<file path="config.mk">
export PLATFORM = sky130hd
export DESIGN_NAME = c_subset_tokenizer
export DESIGN_NICKNAME = d
export VERILOG_FILES = /design/src/design/ctk_pkg.sv /design/src/design/ctk_scan.sv /design/src/design/ctk_fifo.sv /design/src/design/c_subset_tokenizer.sv
export SDC_FILE = /design/constraint.sdc
export NUM_CORES = 1
export LEC_CHECK = 0
export BUFFER_PORTS_ARGS = -buffer_cell sky130_fd_sc_hd__clkbuf_2
export CAP_MARGIN = 20
export CORE_MARGIN = 3
export CORE_UTILIZATION = 30
export DETAILED_ROUTE_END_ITERATION = 10
export REMOVE_ABC_BUFFERS = 1
export SLEW_MARGIN = 20
export SYNTH_ARGS = -nofsm -noshare
export SYNTH_HDL_FRONTEND = slang
export SYNTH_HIERARCHICAL = 1
export SYNTH_SLANG_ARGS = --single-unit
export TNS_END_PERCENT = 10
</file>
<file path="constraint.sdc">
create_clock -name clk -period 7.5 [get_ports clk]
set_input_delay 1.875 -clock clk [delete_from_list [all_inputs] [get_ports clk]]
set_output_delay 1.875 -clock clk [all_outputs]
set_load 0.1 [all_outputs]
</file>
<file path="src/design/ctk_pkg.sv">
// ctk_pkg: shared types, token codes and character-class helpers for the
// c-subset tokenizer. No dependencies; imported by every design file.
package ctk_pkg;

    // default sizing handed to the top level
    localparam int POS_BITS_DEF  = 16;
    localparam int IDENT_MAX_DEF = 127;

    // result queue depth, power of two
    localparam int RQ_DEPTH = 8;

    // scanner modes
    typedef enum logic [2:0] {
        MODE_IDLE    = 3'd0,
        MODE_IDENT   = 3'd1,
        MODE_INT     = 3'd2,
        MODE_HELD    = 3'd3,
        MODE_COMMENT = 3'd4
    } scan_mode_t;

    // token kinds
    localparam logic [4:0] TK_END      = 5'd0;
    localparam logic [4:0] TK_IDENT    = 5'd1;
    localparam logic [4:0] TK_INT      = 5'd2;
    localparam logic [4:0] TK_KW_FIRST = 5'd3;
    localparam logic [4:0] TK_EQ       = 5'd10;
    localparam logic [4:0] TK_NE       = 5'd11;
    localparam logic [4:0] TK_LE       = 5'd12;
    localparam logic [4:0] TK_GE       = 5'd13;
    localparam logic [4:0] TK_AND      = 5'd14;
    localparam logic [4:0] TK_OR       = 5'd15;
    localparam logic [4:0] TK_PUNCT    = 5'd16;
    localparam logic [4:0] TK_INVALID  = 5'd17;

    // keyword ids, zero means no prefix matched
    localparam logic [2:0] KW_NONE = 3'd0;
    localparam logic [2:0] KW_CAP  = 3'd7;

    // characters with a special role
    localparam logic [7:0] CH_NUL   = 8'h00;
    localparam logic [7:0] CH_LF    = 8'h0A;
    localparam logic [7:0] CH_SLASH = 8'h2F;

    typedef struct packed {
        logic [7:0] src_byte;
        logic       end_mark;
    } src_item_t;

    typedef struct packed {
        logic [4:0]  token_kind;
        logic [7:0]  char_value;
        logic [15:0] err_line;
        logic [15:0] err_column;
        logic        last_of_run;
    } token_t;

    // tokens produced by one request, handed from scanner to queue
    typedef struct packed {
        logic [1:0] count;
        token_t     first;
        token_t     second;
    } push_t;

    function automatic logic is_alpha(input logic [7:0] c);
        return (c >= "a" && c <= "z") || (c >= "A" && c <= "Z") || c == "_";
    endfunction

    function automatic logic is_digit(input logic [7:0] c);
        return c >= "0" && c <= "9";
    endfunction

    function automatic logic is_space(input logic [7:0] c);
        return c == " " || (c >= 8'd9 && c <= 8'd13);
    endfunction

    function automatic logic is_punct(input logic [7:0] c);
        return c == "(" || c == ")" || c == "{" || c == "}" || c == "[" ||
               c == "]" || c == ";" || c == "," || c == "+" || c == "-" ||
               c == "*" || c == "/" || c == "%" || c == "<" || c == ">" ||
               c == "=" || c == "!";
    endfunction

    function automatic logic opens_pair(input logic [7:0] c);
        return c == "=" || c == "!" || c == "<" || c == ">" ||
               c == "&" || c == "|" || c == "/";
    endfunction

    function automatic logic [2:0] kw_len(input logic [2:0] k);
        logic [2:0] n;
        case (k)
            3'd1:    n = 3'd3;
            3'd2:    n = 3'd4;
            3'd3:    n = 3'd2;
            3'd4:    n = 3'd4;
            3'd5:    n = 3'd5;
            3'd6:    n = 3'd3;
            3'd7:    n = 3'd6;
            default: n = 3'd0;
        endcase
        return n;
    endfunction

    // character p of keyword k, zero past its end
    function automatic logic [7:0] kw_char(input logic [2:0] k, input logic [2:0] p);
        logic [47:0] t;
        int          idx;
        case (k)
            3'd1:    t = {"int", 24'h0};
            3'd2:    t = {"void", 16'h0};
            3'd3:    t = {"if", 32'h0};
            3'd4:    t = {"else", 16'h0};
            3'd5:    t = {"while", 8'h0};
            3'd6:    t = {"for", 24'h0};
            3'd7:    t = "return";
            default: t = '0;
        endcase
        idx = 5 - int'(p);
        if (p > 3'd5)
            return 8'h00;
        return t[8*idx +: 8];
    endfunction

    // keyword still matched after adding character c at position pos
    function automatic logic [2:0] track_next(input logic [2:0] track,
                                              input logic [2:0] pos,
                                              input logic [7:0] c);
        logic [2:0] res;
        logic       found;
        logic       ok;
        res   = KW_NONE;
        found = 1'b0;
        if (pos == 3'd7 || (pos != 3'd0 && track == KW_NONE))
            return KW_NONE;
        for (int k = 1; k < 8; k++)
        begin
            ok = (pos < kw_len(3'(k))) && (kw_char(3'(k), pos) == c);
            for (int j = 0; j < 6; j++)
            begin
                if (3'(j) < pos && kw_char(3'(k), 3'(j)) != kw_char(track, 3'(j)))
                    ok = 1'b0;
            end
            if (ok && !found)
            begin
                res   = 3'(k);
                found = 1'b1;
            end
        end
        return res;
    endfunction

    // two-character operator kind, TK_END when the pair is not one
    function automatic logic [4:0] pair_kind(input logic [7:0] h, input logic [7:0] c);
        logic [4:0] k;
        k = TK_END;
        if (c == "=")
        begin
            if (h == "=")
                k = TK_EQ;
            else if (h == "!")
                k = TK_NE;
            else if (h == "<")
                k = TK_LE;
            else if (h == ">")
                k = TK_GE;
        end
        if (h == "&" && c == "&")
            k = TK_AND;
        if (h == "|" && c == "|")
            k = TK_OR;
        return k;
    endfunction

endpackage

</file>
<file path="src/design/ctk_scan.sv">
// ctk_scan: scanner state registers and the per-byte decision logic that
// yields up to two tokens per request. Depends on ctk_pkg.
module ctk_scan #(
    parameter int POS_BITS  = ctk_pkg::POS_BITS_DEF,
    parameter int IDENT_MAX = ctk_pkg::IDENT_MAX_DEF
) (
    input  logic               clk,
    input  logic               rst_n,
    input  logic               step,
    input  ctk_pkg::src_item_t item,
    output ctk_pkg::push_t     push
);
    import ctk_pkg::*;

    localparam int ID_W = $clog2(IDENT_MAX + 1);

    scan_mode_t          mode_reg,  mode_next;
    logic [2:0]          track_reg, track_next_v;
    logic [ID_W-1:0]     len_reg,   len_next;
    logic [7:0]          held_reg,  held_next;
    logic [POS_BITS-1:0] line_reg,  line_next;
    logic [POS_BITS-1:0] col_reg,   col_next;

    logic [7:0]          c;
    logic                end_in;
    logic [POS_BITS-1:0] col_inc, col_inc2, line_inc, base_col;
    logic [2:0]          pos3;
    logic [4:0]          pk;
    token_t              fi_tok, fh_tok;

    // start-of-token results
    scan_mode_t          sc_mode;
    logic [2:0]          sc_track;
    logic [ID_W-1:0]     sc_len;
    logic [7:0]          sc_held;
    logic [POS_BITS-1:0] sc_line, sc_col;
    logic                sc_tv;
    token_t              sc_tok;

    logic                p_v, s_v;
    token_t              p_tok, s_tok;

    function automatic logic [POS_BITS-1:0] sat_inc(input logic [POS_BITS-1:0] v);
        return (&v) ? v : v + 1'b1;
    endfunction

    function automatic logic [15:0] pos16(input logic [POS_BITS-1:0] v);
        logic [31:0] w;
        w = 32'(v);
        return w[15:0];
    endfunction

    function automatic token_t make_tok(input logic [4:0] kind, input logic [7:0] ch,
                                        input logic [15:0] ln, input logic [15:0] cl);
        token_t t;
        t.token_kind  = kind;
        t.char_value  = ch;
        t.err_line    = ln;
        t.err_column  = cl;
        t.last_of_run = 1'b0;
        return t;
    endfunction

    // shared terms
    always_comb
    begin
        c        = item.src_byte;
        end_in   = item.end_mark || c == CH_NUL;
        col_inc  = sat_inc(col_reg);
        col_inc2 = sat_inc(col_inc);
        line_inc = sat_inc(line_reg);
        base_col = (mode_reg == MODE_HELD) ? col_inc : col_reg;
        pos3     = (len_reg >= ID_W'(7)) ? 3'd7 : len_reg[2:0];
        pk       = pair_kind(held_reg, c);
        if (track_reg != KW_NONE && len_reg == ID_W'(kw_len(track_reg)))
            fi_tok = make_tok(TK_KW_FIRST + 5'(track_reg) - 5'd1, 8'h00, 16'h0, 16'h0);
        else
            fi_tok = make_tok(TK_IDENT, 8'h00, 16'h0, 16'h0);
        if (is_punct(held_reg))
            fh_tok = make_tok(TK_PUNCT, held_reg, 16'h0, 16'h0);
        else
            fh_tok = make_tok(TK_INVALID, held_reg, pos16(line_reg), pos16(col_reg));
    end

    // byte seen with no token in progress
    always_comb
    begin
        sc_mode  = MODE_IDLE;
        sc_track = KW_NONE;
        sc_len   = '0;
        sc_held  = 8'h00;
        sc_line  = line_reg;
        sc_col   = sat_inc(base_col);
        sc_tv    = 1'b0;
        sc_tok   = make_tok(TK_INVALID, c, pos16(line_reg), pos16(base_col));
        if (is_space(c))
        begin
            if (c == CH_LF)
            begin
                sc_line = line_inc;
                sc_col  = POS_BITS'(1);
            end
        end
        else if (is_alpha(c))
        begin
            sc_mode  = MODE_IDENT;
            sc_track = track_next(KW_NONE, 3'd0, c);
            sc_len   = ID_W'(1);
        end
        else if (is_digit(c))
        begin
            sc_mode = MODE_INT;
        end
        else if (opens_pair(c))
        begin
            sc_mode = MODE_HELD;
            sc_held = c;
            sc_col  = base_col;
        end
        else if (is_punct(c))
        begin
            sc_tv  = 1'b1;
            sc_tok = make_tok(TK_PUNCT, c, 16'h0, 16'h0);
        end
        else
        begin
            sc_tv = 1'b1;
        end
    end

    // next state
    always_comb
    begin
        mode_next    = mode_reg;
        track_next_v = track_reg;
        len_next     = len_reg;
        held_next    = held_reg;
        line_next    = line_reg;
        col_next     = col_reg;
        if (end_in)
        begin
            mode_next    = MODE_IDLE;
            track_next_v = KW_NONE;
            len_next     = '0;
            held_next    = 8'h00;
            line_next    = POS_BITS'(1);
            col_next     = POS_BITS'(1);
        end
        else
        begin
            unique case (mode_reg)
                MODE_IDENT:
                begin
                    if (is_alpha(c) || is_digit(c))
                    begin
                        track_next_v = track_next(track_reg, pos3, c);
                        if (len_reg < ID_W'(IDENT_MAX))
                            len_next = len_reg + 1'b1;
                        col_next = col_inc;
                    end
                    else
                    begin
                        mode_next    = sc_mode;
                        track_next_v = sc_track;
                        len_next     = sc_len;
                        held_next    = sc_held;
                        line_next    = sc_line;
                        col_next     = sc_col;
                    end
                end
                MODE_INT:
                begin
                    if (is_digit(c))
                        col_next = col_inc;
                    else
                    begin
                        mode_next    = sc_mode;
                        track_next_v = sc_track;
                        len_next     = sc_len;
                        held_next    = sc_held;
                        line_next    = sc_line;
                        col_next     = sc_col;
                    end
                end
                MODE_HELD:
                begin
                    if (held_reg == CH_SLASH && c == CH_SLASH)
                    begin
                        mode_next = MODE_COMMENT;
                        held_next = 8'h00;
                        col_next  = col_inc2;
                    end
                    else if (pk != TK_END)
                    begin
                        mode_next = MODE_IDLE;
                        held_next = 8'h00;
                        col_next  = col_inc2;
                    end
                    else
                    begin
                        mode_next    = sc_mode;
                        track_next_v = sc_track;
                        len_next     = sc_len;
                        held_next    = sc_held;
                        line_next    = sc_line;
                        col_next     = sc_col;
                    end
                end
                MODE_COMMENT:
                begin
                    if (c == CH_LF)
                    begin
                        mode_next = MODE_IDLE;
                        line_next = line_inc;
                        col_next  = POS_BITS'(1);
                    end
                    else
                        col_next = col_inc;
                end
                default:
                begin
                    mode_next    = sc_mode;
                    track_next_v = sc_track;
                    len_next     = sc_len;
                    held_next    = sc_held;
                    line_next    = sc_line;
                    col_next     = sc_col;
                end
            endcase
        end
    end

    // tokens: p is the one that closes the pending token, s the one after
    always_comb
    begin
        p_v   = 1'b0;
        p_tok = '0;
        s_v   = 1'b0;
        s_tok = '0;
        if (end_in)
        begin
            s_v   = 1'b1;
            s_tok = make_tok(TK_END, 8'h00, 16'h0, 16'h0);
            case (mode_reg)
                MODE_IDENT:
                begin
                    p_v   = 1'b1;
                    p_tok = fi_tok;
                end
                MODE_INT:
                begin
                    p_v   = 1'b1;
                    p_tok = make_tok(TK_INT, 8'h00, 16'h0, 16'h0);
                end
                MODE_HELD:
                begin
                    p_v   = 1'b1;
                    p_tok = fh_tok;
                end
                default:
                begin
                    p_v = 1'b0;
                end
            endcase
        end
        else
        begin
            unique case (mode_reg)
                MODE_IDENT:
                begin
                    if (!(is_alpha(c) || is_digit(c)))
                    begin
                        p_v   = 1'b1;
                        p_tok = fi_tok;
                        s_v   = sc_tv;
                        s_tok = sc_tok;
                    end
                end
                MODE_INT:
                begin
                    if (!is_digit(c))
                    begin
                        p_v   = 1'b1;
                        p_tok = make_tok(TK_INT, 8'h00, 16'h0, 16'h0);
                        s_v   = sc_tv;
                        s_tok = sc_tok;
                    end
                end
                MODE_HELD:
                begin
                    if (held_reg == CH_SLASH && c == CH_SLASH)
                        p_v = 1'b0;
                    else if (pk != TK_END)
                    begin
                        p_v   = 1'b1;
                        p_tok = make_tok(pk, 8'h00, 16'h0, 16'h0);
                    end
                    else
                    begin
                        p_v   = 1'b1;
                        p_tok = fh_tok;
                        s_v   = sc_tv;
                        s_tok = sc_tok;
                    end
                end
                MODE_COMMENT:
                begin
                    p_v = 1'b0;
                end
                default:
                begin
                    s_v   = sc_tv;
                    s_tok = sc_tok;
                end
            endcase
        end
    end

    // pack the request's tokens, last flag on the final one
    always_comb
    begin
        push.count  = step ? ({1'b0, p_v} + {1'b0, s_v}) : 2'd0;
        push.first  = p_v ? p_tok : s_tok;
        push.second = s_tok;
        push.first.last_of_run  = !(p_v && s_v);
        push.second.last_of_run = 1'b1;
    end

    // scanner state
    always_ff @(posedge clk or negedge rst_n)
    begin
        if (!rst_n)
        begin
            mode_reg  <= MODE_IDLE;
            track_reg <= KW_NONE;
            len_reg   <= '0;
            held_reg  <= 8'h00;
            line_reg  <= POS_BITS'(1);
            col_reg   <= POS_BITS'(1);
        end
        else if (step)
        begin
            mode_reg  <= mode_next;
            track_reg <= track_next_v;
            len_reg   <= len_next;
            held_reg  <= held_next;
            line_reg  <= line_next;
            col_reg   <= col_next;
        end
    end

endmodule

</file>
<file path="src/design/ctk_fifo.sv">
// ctk_fifo: small token queue that takes zero, one or two tokens per cycle
// and hands out one. Depends on ctk_pkg.
module ctk_fifo (
    input  logic                                clk,
    input  logic                                rst_n,
    input  ctk_pkg::push_t                      push,
    input  logic                                pop,
    output ctk_pkg::token_t                     head,
    output logic [$clog2(ctk_pkg::RQ_DEPTH+1)-1:0] count
);
    import ctk_pkg::*;

    localparam int PTR_W = $clog2(RQ_DEPTH);
    localparam int CNT_W = $clog2(RQ_DEPTH + 1);

    token_t             mem_reg [RQ_DEPTH];
    logic [PTR_W-1:0]   wr_ptr_reg, wr_ptr_next;
    logic [PTR_W-1:0]   rd_ptr_reg, rd_ptr_next;
    logic [CNT_W-1:0]   count_reg,  count_next;
    logic [PTR_W-1:0]   wr_ptr_plus1;

    // pointer and fill arithmetic
    always_comb
    begin
        wr_ptr_plus1 = wr_ptr_reg + 1'b1;
        wr_ptr_next  = wr_ptr_reg + PTR_W'(push.count);
        rd_ptr_next  = rd_ptr_reg + PTR_W'(pop);
        count_next   = count_reg + CNT_W'(push.count) - CNT_W'(pop);
    end

    // token storage
    always_ff @(posedge clk)
    begin
        if (push.count != 2'd0)
            mem_reg[wr_ptr_reg] <= push.first;
        if (push.count == 2'd2)
            mem_reg[wr_ptr_plus1] <= push.second;
    end

    // queue control
    always_ff @(posedge clk or negedge rst_n)
    begin
        if (!rst_n)
        begin
            wr_ptr_reg <= '0;
            rd_ptr_reg <= '0;
            count_reg  <= '0;
        end
        else
        begin
            wr_ptr_reg <= wr_ptr_next;
            rd_ptr_reg <= rd_ptr_next;
            count_reg  <= count_next;
        end
    end

    assign head  = mem_reg[rd_ptr_reg];
    assign count = count_reg;

endmodule

</file>
<file path="src/design/c_subset_tokenizer.sv">
// c_subset_tokenizer: top level of the streaming c-subset tokenizer.
// Depends on ctk_pkg, ctk_scan and ctk_fifo.
//
// One source byte (or an end mark) per request on the src channel, tokens
// out on the tok channel, one token per cycle while the receiver is
// ready. An accepted byte waits in an input register until the scanner
// decides it, and its tokens reach the 8-entry result queue at the end
// of the cycle in which it is decided. A new byte is taken every cycle
// while the queue has room for two more tokens; bytes that close one token
// and complete a one-byte token of their own, or the end mark after a
// pending token, yield two tokens and are then paced by the single-token
// output port. Line and column counters are POS_BITS wide and saturate;
// the reported positions are their low 16 bits.
module c_subset_tokenizer #(
    parameter int POS_BITS  = ctk_pkg::POS_BITS_DEF,
    parameter int IDENT_MAX = ctk_pkg::IDENT_MAX_DEF
) (
    input  logic               clk,
    input  logic               rst_n,
    input  logic               src_valid,
    output logic               src_ready,
    input  ctk_pkg::src_item_t src_item,
    output logic               tok_valid,
    input  logic               tok_ready,
    output ctk_pkg::token_t    tok_item
);
    import ctk_pkg::*;

    localparam int CNT_W = $clog2(RQ_DEPTH + 1);

    logic       stage_valid_reg, stage_valid_next;
    src_item_t  stage_item_reg;
    logic       room, step, take, pop;
    push_t      push;
    logic [CNT_W-1:0] q_count;

    // input stage handshake
    always_comb
    begin
        room      = q_count <= CNT_W'(RQ_DEPTH - 2);
        step      = stage_valid_reg && room;
        src_ready = !stage_valid_reg || room;
        take      = src_valid && src_ready;
        if (take)
            stage_valid_next = 1'b1;
        else if (step)
            stage_valid_next = 1'b0;
        else
            stage_valid_next = stage_valid_reg;
    end

    always_ff @(posedge clk or negedge rst_n)
    begin
        if (!rst_n)
            stage_valid_reg <= 1'b0;
        else
            stage_valid_reg <= stage_valid_next;
    end

    always_ff @(posedge clk)
    begin
        if (take)
            stage_item_reg <= src_item;
    end

    // scanner
    ctk_scan #(
        .POS_BITS  (POS_BITS),
        .IDENT_MAX (IDENT_MAX)
    ) u_scan (
        .clk   (clk),
        .rst_n (rst_n),
        .step  (step),
        .item  (stage_item_reg),
        .push  (push)
    );

    // result queue
    assign pop       = tok_valid && tok_ready;
    assign tok_valid = q_count != '0;

    ctk_fifo u_fifo (
        .clk   (clk),
        .rst_n (rst_n),
        .push  (push),
        .pop   (pop),
        .head  (tok_item),
        .count (q_count)
    );

endmodule

</file>
==> run_results.csv <==
group,metric,value,unit
run_status,outcome,"completed",
clocking,cts_tree,"done",
routing,wl_met2,35880,microns
hold_path,hp-start,"u_fifo/rd_ptr_reg[1]",
pwr,leakage,10.30,nW
global_routing,overflow,0,
synth,synth_common_cells,"391 x mux2_2, 377 x edfxtp_1, 109 x nor2_1",
hold_path,whs_path_depth,1,
layout,utilization,33.89,%
hold_path,hold_class,"reg2reg",
synth,synth_area,26610,sq um
timing,hold_viol,0,
synth,synth_cells,2041,
critical_path,crit_chain,"nor4b_1, nand3_1, or4_1, a31oi_1, buf_4, nor2_1, a41o_1, ha_1, inv_1, nor2_1, and4bb_2, nand2_2, buf_4, mux2_2",
critical_path,worstPathArrival,6190,ps
layout,nets,2079,
timing,fin_worst_skew,32.21,ps
synth,yosysTopAreaCell,"edfxtp_1",
synth,synth_enable_flop_cells,377,
global_routing,grt_pass1_vias,18370,
synth,async_reset_ff_share,14.51,%
layout,largest_reg_flops,368,
synth,yosysMostFrequentCell,"mux2_2",
clocking,cts.repair.resized,0,
timing,timing.slew.headroom,25.66,%
clocking,postCtsSetupBuffers,0,
timing,worst-slew-pin-transition,1103,ps
synth,synth_top_flop_cell,"edfxtp_1",
floorplanning,core_area,87290,sq um
critical_path,crit_family,"simple AND/OR/NAND/NOR gates",
clocking,path_clk_slew,60,ps
timing,drv_slew,0,
clocking,clock_latency,610,ps
critical_path,crit_fanout,33,
critical_path,worst_setup_path_end_kind,"flop",
layout,drive_gt1_share,35.33,%
floorplanning,start_util,30.48,%
floorplanning,chipWidth,303.8,microns
critical_path,slowest_stage,"nor4b_1",
global_routing,grt_max_degree,65,
floorplanning,die_y,303.8,microns
routing,totalWireLength,75930,microns
timing,holdWs,515.3,ps
routing,drt-initial-drc-count,1716,
routing,wl_per_cell,23.43,microns
flow_run,maxCapViolCount,0,
routing,vias,18000,
synth,ys_ff_latch,441,
critical_path,reg2reg_from,"stage_item_reg[5]",
floorplanning,pin_count,61,
place,port_buffers,60,
synth,ys_types,111,
synth,avgSynthCellArea,13.04,sq um
routing,drt_pass1_iterations,6,
routing,drcViolationCount,0,
layout,area_growth,11.20,%
routing,route.antenna.remaining_nets,0,
place,hpwl,48880,microns
pwr,power_density,394.5,nW/um^2
critical_path,cp_slowest_stage_delay,750,ps
critical_path,crit_type,"reg2reg",
place,gp_congestion,0.8887,
clocking,cts_sinks,441,
routing,top_layer,"met5",
global_routing,antenna_found_initial,1,
critical_path,r2r_end,"u_fifo/mem_reg[4][13]",
routing,viasPerCell,5.554,
clocking,htree_levels,2,
routing,wl_met1,33630,microns
timing,rsz0062_at_grt,"false",
critical_path,cp.required,7830,ps
critical_path,worstRegToRegCells,14,
timing,fmax,170.8,MHz
critical_path,crit_buf_inv,3,
synth,yosys-top-cells-area,"edfxtp_1 43%, mux2_2 17%, mux4_2 7.8%",
pwr,vdd_drop_max,0.3676,mV
hold_path,hold_end,"u_fifo/rd_ptr_reg[1]",
synth,ys_seq_area_share,48.58,%
synth,yosys.area.top_type_share,42.55,%
floorplanning,dieArea,92290,sq um
timing,fin_setup_tns,0,ps
critical_path,startpoint_type,"flop",
critical_path,ff2ff_setup_slack,1640,ps
timing,final.period_utilization,78.08,%
clocking,cts_hold_buf,0,
clocking,clockBufferDepth,3,
global_routing,grt_pass1_wl,116300,microns
floorplanning,placement_rows,108,
timing,min_period,5856,ps
clocking,cts-root-buf,"clkbuf_16",
clocking,numCtsBuffers,47,
timing,finalSetupViolations,0,
routing,met3_length,4741,microns
synth,yosysWarnings,6,
layout,final_area,29590,sq um
global_routing,grt_usage,16.08,%
place,placed_cell_area,28060,sq um
layout,antenna_cells,0,
cells in the final DEF (no fill, tap or decap), types with 9 or more instances in the layout:
cell and instances:
o211ai_1 12, inv_1 36, a31oi_1 19, buf_4 40
nor2b_1 20, edfxtp_1 377, a211oi_1 9, a22o_1 18
nor4_1 28, and2_1 25, clkbuf_2 59, nor2_1 108
a21o_1 12, nand2_1 104, clkinv_1 15, mux2_2 391
o21ai_1 13, and4_1 12, mux2i_1 13, nor3_1 48
mux4_2 92, xnor2_1 37, o21ai_0 49, and3_1 11
dfrtp_1 59, nand4_1 16, or4_1 13, mux2_1 22
or3_1 12, ha_1 16, clkbuf_16 47, nand3_1 35
o31ai_1 15, nand2b_1 13, a21oi_1 43
final cells by class:
type	count	area (sq um)
multi-input cells	1413	12810
clock buffers	54	1202
fillers	8658	57710
well taps	1155	1445
flip-flops and latches	441	12930
inverters	37	138.9
repair buffers	108	762.0
clock inverters	33	297.8
worst max-delay path by stage:
stage	start	to	slack (ps)	cells past startpoint
3_3_place_gp	stage_item_reg[5]	u_fifo/mem_reg[3][4]	1690	12
3_5_place_dp	stage_item_reg[5]	u_fifo/mem_reg[0][9]	1810	12
2_1_floorplan	stage_item_reg[5]	u_fifo/mem_reg[3][0]	20	11
4_1_cts	stage_item_reg[5]	u_fifo/mem_reg[0][7]	1740	12
6_report	stage_item_reg[5]	u_fifo/mem_reg[4][13]	1640	14
5_1_grt	stage_item_reg[5]	u_fifo/mem_reg[4][9]	1330	14
power by group:
part           internal (W)  switching, W
clock network       0.00127       0.00102
logic               0.00174       0.00391
registers           0.00329      0.000449
cells by family after synthesis:
family	Yosys count	share of synthesized area, %
muxes	523	26.04
and+or+nand+nor	521	10.92
DFF	441	48.58
AOI/OAI and AO/OA	300	8.046
buffers and inverters	189	3.833
xor gates and xnor gates	47	1.646
adders and majority gates	18	0.9029
other	2	0.02823
through the flow:
step	instances	total power (W)	worst slack [ps]
floorplan	1891	0.007997	24.28
finish	3241	0.01167	1644
detailed placement	3152	0.009468	1809
global placement	3150	0.009380	1689
CTS	3239	0.01178	1741
global route	3241	0.01223	1328
layer usage:
| layer | global-route usage (%) | up-vias |
|---|---|---|
| met2 | 26.24 | 678 |
| met4 | 4.093 | 2 |
| met1 | 22.47 | 9186 |
| met5 | 0 | - |
| met3 | 2.331 | 107 |
| li1 | - | 8027 |
(Power assumes the default switching activity.)
